**config.mk**
```make
export PLATFORM = sky130hd
export DESIGN_NAME = llt_div
export DESIGN_NICKNAME = d
export VERILOG_FILES = /design/src/rtl/llt_pkg.sv /design/src/rtl/llt_div.sv
export SDC_FILE = /design/constraint.sdc
export NUM_CORES = 2
export LEC_CHECK = 0
export BUFFER_PORTS_ARGS = -buffer_cell sky130_fd_sc_hd__buf_4
export CORE_MARGIN = 5
export CORE_UTILIZATION = 57
export CTS_CLUSTER_DIAMETER = 150
export DETAILED_ROUTE_END_ITERATION = 16
export GPL_ROUTABILITY_DRIVEN = 0
export GPL_TIMING_DRIVEN = 0
export PLACE_DENSITY = 0.79
export SYNTH_ARGS = -nofsm -noshare
export SYNTH_HDL_FRONTEND = slang
export SYNTH_SLANG_ARGS = --single-unit
```
**constraint.sdc**
```tcl
create_clock -name clk -period 3.92 [get_ports clk]
set_input_delay 1.176 -clock clk [delete_from_list [all_inputs] [get_ports clk]]
set_output_delay 1.176 -clock clk [all_outputs]
set_load 0.005 [all_outputs]
```
**src/rtl/llt_pkg.sv**
```systemverilog
package llt_pkg;

  // Configuration register indexes
  typedef enum logic [2:0] {
    REG_CENTER_X   = 3'd0,
    REG_CENTER_Y   = 3'd1,
    REG_OFFSET_PX  = 3'd2,
    REG_BASELINE   = 3'd3,
    REG_DEPTH      = 3'd4,
    REG_MM_PER_PXX = 3'd5,
    REG_MM_PER_PXY = 3'd6
  } cfg_idx_t;

  localparam int CFG_W      = 18;
  localparam int BASE_W     = 16;
  localparam int DEPTH_W    = 18;
  localparam int SCALE_W    = 16;
  localparam int ANGLE_W    = 9;
  localparam int ANGLE_N    = 512;
  localparam int TRIG_W     = 16;
  localparam int TMAG_W     = 15;
  localparam int RATIO_W    = 17;
  localparam int DR_W       = DEPTH_W + RATIO_W;
  localparam int PROD_W     = DR_W + TMAG_W;
  localparam int COORD_W    = 24;
  localparam int MAG_W      = 32;
  localparam int FRONT_STG  = 3;
  localparam int DIV_STG    = RATIO_W;
  localparam int BACK_STG   = 3;
  localparam int NUM_STG    = FRONT_STG + DIV_STG + BACK_STG;

  localparam longint unsigned TWO_PI_Q29 = 64'd3373259426;
  localparam logic [31:0]     QUARTER    = 32'h4000_0000;
  localparam logic [31:0]     HALF       = 32'h8000_0000;

  // Side data that rides along with the ratio divider
  typedef struct packed {
    logic signed [TRIG_W-1:0]  sin_q;
    logic signed [TRIG_W-1:0]  cos_q;
    logic                      dz;
    logic        [COORD_W-1:0] y_q;
  } side_t;

  // Sine of a turn fraction (Q0.32) as signed Q1.14, evaluated at elaboration
  function automatic logic signed [TRIG_W-1:0] turn_sin(input logic [31:0] fin);
    logic              neg;
    logic [31:0]       f;
    longint unsigned   x;
    longint unsigned   x2;
    longint unsigned   t;
    longint            s;
    longint            q;
    f   = fin;
    neg = 1'b0;
    if (f >= HALF) begin
      neg = 1'b1;
      f   = f - HALF;
    end
    if (f > QUARTER) f = HALF - f;
    x  = (64'(f) * TWO_PI_Q29) >> 31;
    x2 = (x * x) >> 30;
    t  = ((x * x2) >> 30) / 6;
    s  = longint'(x) - longint'(t);
    t  = ((t * x2) >> 30) / 20;
    s  = s + longint'(t);
    t  = ((t * x2) >> 30) / 42;
    s  = s - longint'(t);
    t  = ((t * x2) >> 30) / 72;
    s  = s + longint'(t);
    if (s < 0) s = 0;
    q = (s + 32768) >>> 16;
    if (q > 16384) q = 16384;
    return neg ? -TRIG_W'(q) : TRIG_W'(q);
  endfunction

  // Signed 24-bit result from sign and magnitude, saturated; zero is +0
  function automatic logic [COORD_W-1:0] sat24(input logic neg, input logic [MAG_W-1:0] mag);
    logic [COORD_W-1:0] r;
    if (mag == '0) begin
      r = '0;
    end else if (neg) begin
      if (mag > 32'd8388608) r = 24'h80_0000;
      else r = COORD_W'(-mag);
    end else begin
      if (mag > 32'd8388607) r = 24'h7F_FFFF;
      else r = COORD_W'(mag);
    end
    return r;
  endfunction

endpackage

```
**src/rtl/llt_div.sv**
```systemverilog
module llt_div #(
  parameter int COORD_BITS = 12
) (
  input  logic                          clk,
  input  logic [llt_pkg::DIV_STG-1:0]   ld,
  input  logic [COORD_BITS+15:0]        diff_mm,
  input  logic [COORD_BITS+16:0]        den,
  input  llt_pkg::side_t                side_in,
  output logic [llt_pkg::RATIO_W-1:0]   ratio,
  output llt_pkg::side_t                side_out
);
  import llt_pkg::*;

  localparam int DM_W  = COORD_BITS + SCALE_W;
  localparam int DEN_W = DM_W + 1;

  // Restoring divider, one quotient bit per stage; remainder stays below den
  logic [DEN_W-1:0]   rem_r  [DIV_STG];
  logic [DEN_W-1:0]   den_r  [DIV_STG];
  logic [RATIO_W-1:0] quo_r  [DIV_STG];
  side_t              side_r [DIV_STG];

  // First stage: top quotient bit, set only when diff_mm equals den
  logic ge0;
  assign ge0 = DEN_W'(diff_mm) >= den;

  always_ff @(posedge clk) begin
    if (ld[0]) begin
      rem_r[0]  <= ge0 ? DEN_W'(diff_mm) - den : DEN_W'(diff_mm);
      quo_r[0]  <= RATIO_W'(ge0);
      den_r[0]  <= den;
      side_r[0] <= side_in;
    end
  end

  for (genvar k = 1; k < DIV_STG; k++) begin : g_stage
    logic [DEN_W:0] rs;
    logic           ge;
    assign rs = {rem_r[k-1], 1'b0};
    assign ge = rs >= {1'b0, den_r[k-1]};

    always_ff @(posedge clk) begin
      if (ld[k]) begin
        rem_r[k]  <= ge ? DEN_W'(rs - {1'b0, den_r[k-1]}) : rs[DEN_W-1:0];
        quo_r[k]  <= {quo_r[k-1][RATIO_W-2:0], ge};
        den_r[k]  <= den_r[k-1];
        side_r[k] <= side_r[k-1];
      end
    end
  end

  assign ratio    = quo_r[DIV_STG-1];
  assign side_out = side_r[DIV_STG-1];

endmodule

```
==> results.py <==
metrics = {
    "sta": {
        "fmax_ghz": 0.2607,
        "finalSetupViolCount": 0,
        "finalCriticalPeriod_ns": 3.835,
        "setup_ws_ns": 0.08467,
        "fin_tns_setup_ns": 0,
        "post-route-period-util": 0.9784,
        "finalClockSkew_ns": 0.04234,
        "tightestPinTransition_ns": 1.118,
        "hold_viol_final": 0,
        "slew_violations": 0,
        "slew_headroom": 0.2481,
    },
    "floorplan": {
        "dieWidth_microns": 410.5,
        "start_util": 0.5714,
        "ios": 206,
        "core_sq_um": 160000,
        "die_area_sq_um": 168500,
        "die_y_microns": 410.5,
        "rows": 147,
    },
    "critical_path": {
        "path_class": "reg2reg",
        "crit_fanout": 10,
        "required_ns": 4.48,
        "arrival_ns": 4.40,
        "startpoint_type": "flop",
        "cp-end-kind": "flop",
    },
    "yosys": {
        "ys.flop_type": "edfxtp_1",
        "ys_warn_count": 0,
        "ys_async_sr_fraction": 0,
        "netlist.area_leader.share": 0.6733,
        "synth_nets": 7249,
        "synthTopCellsByCount": "edfxtp_1 (2050), inv_1 (608), ha_1 (491), a21oi_1 (450), o21ai_0 (382)",
        "netlist_area_sq_um": 91430,
        "avgSynthCellArea_sq_um": 13.83,
        "syn_inst": 6610,
        "synth_edf_count": 2050,
        "yosys.cell_count.top_type": "edfxtp_1",
        "ys_ff_latch": 2050,
        "ys_seq_area_frac": 0.6733,
        "synth.area.top_cells": "edfxtp_1 (67%), ha_1 (6.7%), inv_1 (2.5%)",
        "yosysTopAreaCell": "edfxtp_1",
        "yosysUniqueCellTypes": 88,
    },
    "global_route": {
        "gr-total-overflow": 0,
        "grt_start_max_net_pins": 123,
        "grt_pass1_vias": 55779,
        "antenna_found_initial": 0,
        "grt_pass1_wl_microns": 304400,
        "grt_usage": 0.2300,
    },
    "cells_and_area": {
        "final_nets": 7691,
        "postLayoutCellArea_sq_um": 102900,
        "area_growth_pct": 12.53,
        "drive_gt1_frac": 0.1128,
        "insertedDiodeCount": 0,
    },
    "routing": {
        "final_antenna_net_count": 0,
        "vias": 55034,
        "drt_iter0_drc": 5830,
        "first_pass_iters": 8,
        "routed_wl_microns": 198200,
        "remaining_drc_errors": 0,
        "post_drt_wl_per_cell_microns": 21.32,
        "routed_via_density": 5.920,
    },
    "place": {
        "placed_cell_area_sq_um": 95900,
        "pre_cts_slack_ns": -1.109,
        "io_buffers": 205,
        "dp_hpwl_microns": 126700,
    },
    "flow_run": {
        "maxCapViolCount": 0,
    },
    "clock_tree": {
        "cts_tree": "done",
        "h-tree-depth": 4,
        "clkSinkCount": 2050,
        "cts_buffers": 189,
        "hold_buffers": 0,
        "clk_path_buf_depth": 3,
        "clk_pin_slew_worst_paths_ns": 0.07,
        "insertion_delay_ns": 0.82,
        "root_buffer": "clkbuf_16",
    },
    "power_and_ir_drop": {
        "ir_drop_mv": 0.6162,
        "p_per_area_nw_per_um2": 747.9,
        "fin_total_pwr_uw": 76950,
        "leakagePower_uw": 0.03987,
    },
    "run_status": {
        "outcome": "finished clean",
    },
    "min_path": {
        "hold_class": "reg2reg",
    },
}
## critical path, cell delays in order (launching register included)
cell and delay (ns):
edfxtp_1 0.39, ha_1 0.40, nor2_1 0.22, a211oi_2 0.09, nor3_2 0.29, a21oi_2 0.15
o41ai_4 0.47, o211ai_1 0.28, nand2_1 0.24, o21a_1 0.32, buf_2 0.35, mux2_2 0.37
## layout make-up
cell class	instances	area, sq um
Fill cell	10639	57130
Inverter	609	2298
Buffer	114	586.8
Multi-Input combinational cell	3835	27380
Clock buffer	240	4964
Timing Repair Buffer	253	2296
Tap cell	2086	2610
Clock inverter	109	1199
Sequential cell	2050	61560
## through the flow
| stage | std cells | util | hold WS (ns) |
|---|---|---|---|
| finish | 9296 | 0.6430 | 0.4028 |
| global route | 9296 | 0.6430 | 0.4113 |
| CTS | 9268 | 0.6394 | 0.4005 |
| detailed placement | 8910 | 0.5993 | 0.4045 |
| global placement | 8901 | 0.5975 | 0.4005 |
| floorplan | 6610 | - | 0.4003 |
## flip-flops by register name, indices dropped and copies added (netlist names)
| name | count |
|---|---|
| side_r | 969 |
| den_r | 464 |
| rem_r | 464 |
| quo_r | 153 |
## power by group
group	internal, uW	switching (uW)	leakage (uW)
sequential	29300	2100	0.0200
combinational	11400	15700	0.0169
clock	10200	8240	0.00296
total	50900	26000	0.0399
## worst paths after layout
check                   endpoint      startpoint  slack, ns  depth (start not counted)
setup reg to reg   rem_r[0][151]   rem_r[0][118]       0.08                         11
hold reg to reg   side_r[0][432]  side_r[0][375]       0.40                          0
hold / removal    side_r[0][432]  side_r[0][375]       0.40                          0
setup / recovery   rem_r[0][151]   rem_r[0][118]       0.08                         11
## kinds of logic (layout without fill, tap and decap cells)
group / Yosys count / count (layout) / synth area share
fa+ha+maj: 507 / 507 / 0.07069
flops: 2050 / 2050 / 0.6733
compound gates: 1484 / 1484 / 0.1015
mux: 166 / 166 / 0.02028
buf+inv: 725 / 1325 / 0.03056
xor+xnor: 369 / 369 / 0.03535
simple gates: 1309 / 1309 / 0.06834
## routing by layer
layer | global-route usage | wire (microns)
met1 | 0.2592 | 70870
met2 | 0.4166 | 103300
met3 | 0.03397 | 11240
met4 | 0.1324 | 12810
met5 | 0 | 0
## layout by cell type, fill, tap and decap left out, drive strengths merged, types with 12 or more instances in the layout
cell type,n
a211oi,42
a21boi,15
a21o,192
a21oi,451
a31oi,45
and2,36
and3,37
and4,14
buf,280
bufinv,18
clkbuf,326
clkinv,77
edfxtp,2050
fa,16
ha,491
inv,614
mux2,154
mux2i,12
nand2,380
nand2b,81
nand3,100
nand4,64
nor2,359
nor2b,70
nor3,64
nor3b,12
nor4,21
o211ai,30
o21a,78
o21ai,398
o21bai,55
o31a,17
o31ai,36
or2,20
or3,19
xnor2,213
xor2,156
## timing repair
item | in CTS | in global routing
cloned | 1 | 0
setup buffers | 9 | 22
pin swaps | 8 | 19
resized for setup | 48 | 80
endpoints found under the setup margin | 362 | 360
Note: power is estimated with default switching activity, not from simulation.
