File: src/rtl/llt_pkg.sv
package llt_pkg;

  // Configuration register indexes
  typedef enum logic [2:0] {
    REG_CENTER_X   = 3'd0,
    REG_CENTER_Y   = 3'd1,
    REG_OFFSET_PX  = 3'd2,
    REG_BASELINE   = 3'd3,
    REG_DEPTH      = 3'd4,
    REG_MM_PER_PXX = 3'd5,
    REG_MM_PER_PXY = 3'd6
  } cfg_idx_t;

  localparam int CFG_W      = 18;
  localparam int BASE_W     = 16;
  localparam int DEPTH_W    = 18;
  localparam int SCALE_W    = 16;
  localparam int ANGLE_W    = 9;
  localparam int ANGLE_N    = 512;
  localparam int TRIG_W     = 16;
  localparam int TMAG_W     = 15;
  localparam int RATIO_W    = 17;
  localparam int DR_W       = DEPTH_W + RATIO_W;
  localparam int PROD_W     = DR_W + TMAG_W;
  localparam int COORD_W    = 24;
  localparam int MAG_W      = 32;
  localparam int FRONT_STG  = 3;
  localparam int DIV_STG    = RATIO_W;
  localparam int BACK_STG   = 3;
  localparam int NUM_STG    = FRONT_STG + DIV_STG + BACK_STG;

  localparam longint unsigned TWO_PI_Q29 = 64'd3373259426;
  localparam logic [31:0]     QUARTER    = 32'h4000_0000;
  localparam logic [31:0]     HALF       = 32'h8000_0000;

  // Side data that rides along with the ratio divider
  typedef struct packed {
    logic signed [TRIG_W-1:0]  sin_q;
    logic signed [TRIG_W-1:0]  cos_q;
    logic                      dz;
    logic        [COORD_W-1:0] y_q;
  } side_t;

  // Sine of a turn fraction (Q0.32) as signed Q1.14, evaluated at elaboration
  function automatic logic signed [TRIG_W-1:0] turn_sin(input logic [31:0] fin);
    logic              neg;
    logic [31:0]       f;
    longint unsigned   x;
    longint unsigned   x2;
    longint unsigned   t;
    longint            s;
    longint            q;
    f   = fin;
    neg = 1'b0;
    if (f >= HALF) begin
      neg = 1'b1;
      f   = f - HALF;
    end
    if (f > QUARTER) f = HALF - f;
    x  = (64'(f) * TWO_PI_Q29) >> 31;
    x2 = (x * x) >> 30;
    t  = ((x * x2) >> 30) / 6;
    s  = longint'(x) - longint'(t);
    t  = ((t * x2) >> 30) / 20;
    s  = s + longint'(t);
    t  = ((t * x2) >> 30) / 42;
    s  = s - longint'(t);
    t  = ((t * x2) >> 30) / 72;
    s  = s + longint'(t);
    if (s < 0) s = 0;
    q = (s + 32768) >>> 16;
    if (q > 16384) q = 16384;
    return neg ? -TRIG_W'(q) : TRIG_W'(q);
  endfunction

  // Signed 24-bit result from sign and magnitude, saturated; zero is +0
  function automatic logic [COORD_W-1:0] sat24(input logic neg, input logic [MAG_W-1:0] mag);
    logic [COORD_W-1:0] r;
    if (mag == '0) begin
      r = '0;
    end else if (neg) begin
      if (mag > 32'd8388608) r = 24'h80_0000;
      else r = COORD_W'(-mag);
    end else begin
      if (mag > 32'd8388607) r = 24'h7F_FFFF;
      else r = COORD_W'(mag);
    end
    return r;
  endfunction

endpackage

File: src/rtl/llt_back.sv
module llt_back (
  input  logic                         clk,
  input  logic [2:0]                   ld,
  input  logic [llt_pkg::RATIO_W-1:0]  ratio,
  input  llt_pkg::side_t               side_in,
  input  logic [17:0]                  depth_mm_q,
  output logic [23:0]                  x_mm_q,
  output logic [23:0]                  y_mm_q,
  output logic [23:0]                  z_mm_q,
  output logic                         div_zero
);
  import llt_pkg::*;

  // Stage 0: depth times ratio
  logic [DR_W-1:0] dr_r;
  side_t           side0_r;

  always_ff @(posedge clk) begin
    if (ld[0]) begin
      dr_r    <= DR_W'(depth_mm_q) * DR_W'(ratio);
      side0_r <= side_in;
    end
  end

  // Stage 1: times trig magnitude
  logic [TMAG_W-1:0] smag, cmag;
  logic [PROD_W-1:0] ps_r, pc_r;
  logic              xneg_r, zneg_r, dz1_r;
  logic [COORD_W-1:0] y1_r;

  always_comb begin
    smag = side0_r.sin_q[TRIG_W-1] ? TMAG_W'(-side0_r.sin_q) : TMAG_W'(side0_r.sin_q);
    cmag = side0_r.cos_q[TRIG_W-1] ? TMAG_W'(-side0_r.cos_q) : TMAG_W'(side0_r.cos_q);
  end

  always_ff @(posedge clk) begin
    if (ld[1]) begin
      ps_r   <= PROD_W'(dr_r) * PROD_W'(smag);
      pc_r   <= PROD_W'(dr_r) * PROD_W'(cmag);
      xneg_r <= side0_r.sin_q[TRIG_W-1];
      zneg_r <= !side0_r.cos_q[TRIG_W-1];
      dz1_r  <= side0_r.dz;
      y1_r   <= side0_r.y_q;
    end
  end

  // Stage 2: round Q.38 to Q.8, saturate, result register
  logic [PROD_W:0]    xrnd, zrnd;
  logic [COORD_W-1:0] x_nxt, z_nxt;
  logic [COORD_W-1:0] x_r, y_r, z_r;
  logic               dz_r;

  always_comb begin
    xrnd  = {1'b0, ps_r} + (PROD_W+1)'(64'd1 << 29);
    zrnd  = {1'b0, pc_r} + (PROD_W+1)'(64'd1 << 29);
    x_nxt = dz1_r ? '0 : sat24(xneg_r, MAG_W'(xrnd[PROD_W:30]));
    z_nxt = dz1_r ? '0 : sat24(zneg_r, MAG_W'(zrnd[PROD_W:30]));
  end

  always_ff @(posedge clk) begin
    if (ld[2]) begin
      x_r  <= x_nxt;
      y_r  <= y1_r;
      z_r  <= z_nxt;
      dz_r <= dz1_r;
    end
  end

  assign x_mm_q   = x_r;
  assign y_mm_q   = y_r;
  assign z_mm_q   = z_r;
  assign div_zero = dz_r;

endmodule

File: config.mk
export PLATFORM = sky130hd
export DESIGN_NAME = llt_back
export DESIGN_NICKNAME = d
export VERILOG_FILES = /design/src/rtl/llt_pkg.sv /design/src/rtl/llt_back.sv
export SDC_FILE = /design/constraint.sdc
export NUM_CORES = 2
export LEC_CHECK = 0
export BUFFER_PORTS_ARGS = -buffer_cell sky130_fd_sc_hd__buf_2
export CORE_MARGIN = 8
export CORE_UTILIZATION = 65
export CTS_CLUSTER_SIZE = 20
export DETAILED_ROUTE_END_ITERATION = 10
export HOLD_SLACK_MARGIN = 0.06
export PLACE_DENSITY = 0.93
export SLEW_MARGIN = 10
export SYNTH_ARGS = -nofsm -noshare
export SYNTH_HDL_FRONTEND = slang
export SYNTH_SLANG_ARGS = --single-unit
File: constraint.sdc
create_clock -name clk -period 9.1 [get_ports clk]
set_clock_uncertainty 0.05 [all_clocks]
set_input_delay 1.82 -clock clk [delete_from_list [all_inputs] [get_ports clk]]
set_output_delay 1.82 -clock clk [all_outputs]
set_load 0.05 [all_outputs]
==> impl_metrics.tcl <==
set metrics [dict create \
    dr_total_vias 39120 \
    synth_fp_nets 6893 \
    required_ns 9.38 \
    initial_core_util_pct 65.13 \
    cp-startpoint "side0_r[29]" \
    ys.flop_type "edfxtp_1" \
    rsz0062_at_grt "no" \
    io_pins 169 \
    setup_viol 0 \
    io_buffers 168 \
    netlist-cell-type-count 77 \
    status "completed" \
    path_buf_inv 5 \
    synth_warnings 0 \
    final_antenna_net_count 0 \
    ys_seq_elements 234 \
    synth-adder-area-share_pct 50.98 \
    wl_per_cell_microns 21.18 \
    root_buffer "clkbuf_16" \
    hold_viol 0 \
    ctsHtreeMaxLevel 1 \
    place.gp.congestion 0.9449 \
    crit_path_frequent_cell "fa_1" \
    maxCapViolations 0 \
    synthCells 5369 \
    drcViolationCount 0 \
    antenna_found_initial 3 \
    chipHeight_microns 296.4 \
    min_path_type "flop to flop" \
    synth_area_per_cell_sq_um 9.521 \
    die_x_microns 296.4 \
    grtUsageMet3_pct 7.669 \
    cp_slowest_cell "or4_1" \
    synth_edf_count 234 \
    row_count 103 \
    drive_gt1_share_pct 6.615 \
    cts_setup_buffers 0 \
    cp_max_fo 24 \
    setup_tns_ns 0 \
    synth-simple-area-share_pct 16.94 \
    synth_compound_area_share_pct 5.123 \
    wl_microns 136900 \
    cts_made_buffers 25 \
    synth_top_area_share_pct 42.73 \
    relSlewSlack_pct 4.802 \
    grt_pass1_vias 44140 \
    grt_max_degree 74 \
    nNetsFinal 6919 \
    timing.fmax_ghz 0.1140 \
    die_area_sq_mm 0.08787 \
    ctsResizeCount 0 \
    synthMuxAreaShare_pct 0.1297 \
    ys_seq_area_share_pct 13.75 \
    layout_worst_path_cycle_share_pct 96.38 \
    area_growth_pct 5.838 \
    cp.arrival_ns 9.05 \
    worst_slew_pin_slew_ns 1.428 \
    synth_top_cell_by_area "fa_1" \
    critPathMaxStageDelay_ns 0.65 \
    path_delay_family "adder cells" \
    cts_hold_buf 0 \
    crit_path_end_kind "flop" \
    drtIter0Drc 3574 \
    clock_path_buffers 3 \
    grt.busiest_layer "met2" \
    synth_xor_area_share_pct 3.033 \
    grtUsageTotal_pct 31.96 \
    grt-ovfl-total 0 \
    met1_usage_pct 38.15 \
    period_needed_ns 8.771 \
    mostFrequentLayoutCells "inv_1 (1096), fa_1 (1091), nand2_1 (843), and2_1 (467), ha_1 (337)" \
    synth.area.top_cells "fa_1 (43%), edfxtp_1 (14%), ha_1 (8.2%), inv_1 (8.0%), nand2_1 (6.2%)" \
    cts_tree "done" \
    cts.reportedPaths.clkPinSlew_ns 0.07 \
    clock_latency_ns 0.60 \
    core_area_sq_mm 0.07848 \
    cts.sink_count 234 \
    slew_viol_final 0 \
    synthArstFlopShare_pct 0 \
    final_common_cell "inv_1" \
    worstHoldStart "side0_r[2]" \
    synth_top_family_by_area "adder cells" \
    grt_use_met2_pct 53.46 \
    critPathKind "flop to flop" \
    first_pass_iters 9 \
    routed_via_density 6.052 \
    r2r-start "side0_r[29]" \
    grt_pass1_wl_microns 223300 \
    cp-start-kind "flop" \
    dp_hpwl_microns 105100 \
    netlist_area_sq_mm 0.05112 \
]
## kinds of logic after synthesis
logic type,after synthesis
compound gates,394
flops,234
fa+ha+maj,1428
buf+inv,1364
mux,6
xor+xnor,177
simple gates,1766
## metal layers
metal	share of wire (%)	up-vias
li1	-	16230
met1	34	19240
met2	48	2815
met3	12	837
met4	6.5	2
met5	0.012	-
## worst register-to-register path: cells and delay by family, from the launching register on
kind / cells / cell delay (ns)
flip-flops: 1 / 0.49
AND/OR/NAND/NOR: 6 / 1.56
AO/OA/AOI/OAI: 8 / 2.18
XOR/XNOR: 1 / 0.32
buffers and inverters: 5 / 0.61
adder cells (fa/ha/maj): 7 / 3.33
## registers in the layout, summed over array words and instances (netlist names), 21 cells and up
| signal | count |
|---|---|
| y1_r | 24 |
| ps_r | 21 |
| side0_r | 57 |
| z_mm_q | 24 |
| pc_r | 21 |
| x_mm_q | 24 |
| y_mm_q | 24 |
| dr_r | 35 |
## final timing paths
kind / endpoint / cells after the start / slack [ns]
worst max-delay path: pc_r[43] / 27 / 0.33
worst min register to register: y1_r[2] / 0 / 0.37
worst max register to register: pc_r[43] / 27 / 0.33
worst min-delay path: y1_r[2] / 0 / 0.37
## cells in the mapped netlist, drive strengths merged, types with 5 or more instances
cell,number
a211oi,11
a221oi,8
fa,1091
or2,7
ha,337
nor2,104
xnor2,128
clkbuf,257
and3,24
or3,9
a31o,6
o41ai,6
o211ai,11
edfxtp,234
nand3b,5
inv,1096
o31ai,18
nand2,843
nand3,47
a31oi,20
o21bai,11
nand4,26
and4,5
nor4,16
o21a,15
o21ai,69
xor2,49
a311oi,7
nor2b,140
o311ai,5
and2,467
nor3,32
buf,11
a21boi,6
a21o,71
a21oi,100
nand2b,27
## stage by stage
step                setup slack (ns)  hold slack, ns  cells  cell area (sq um)  utilization, %
floorplan                      1.245          0.3503   5369              51120               -
global placement              0.6200          0.3502   6417              53250           67.85
global route                 0.02762          0.3698   6463              54100           68.93
CTS                           0.2846          0.3663   6461              54040           68.85
finish                        0.3291          0.3661   6464              54100           68.93
detailed placement            0.3750          0.3545   6417              53250           67.85
## final cells by class
class	instances	area, sq um
Tap cell	1050	1314
Sequential cell	234	7027
Clock buffer	28	636.9
Antenna cell	2	5.005
Multi-Input combinational cell	3771	39200
Fill cell	5179	24380
Inverter	1096	4114
Timing Repair Buffer	267	1657
Clock inverter	16	150.1
Power is not shown: default switching activity piles up to over one toggle a cycle in this logic, so the estimate is an artifact.
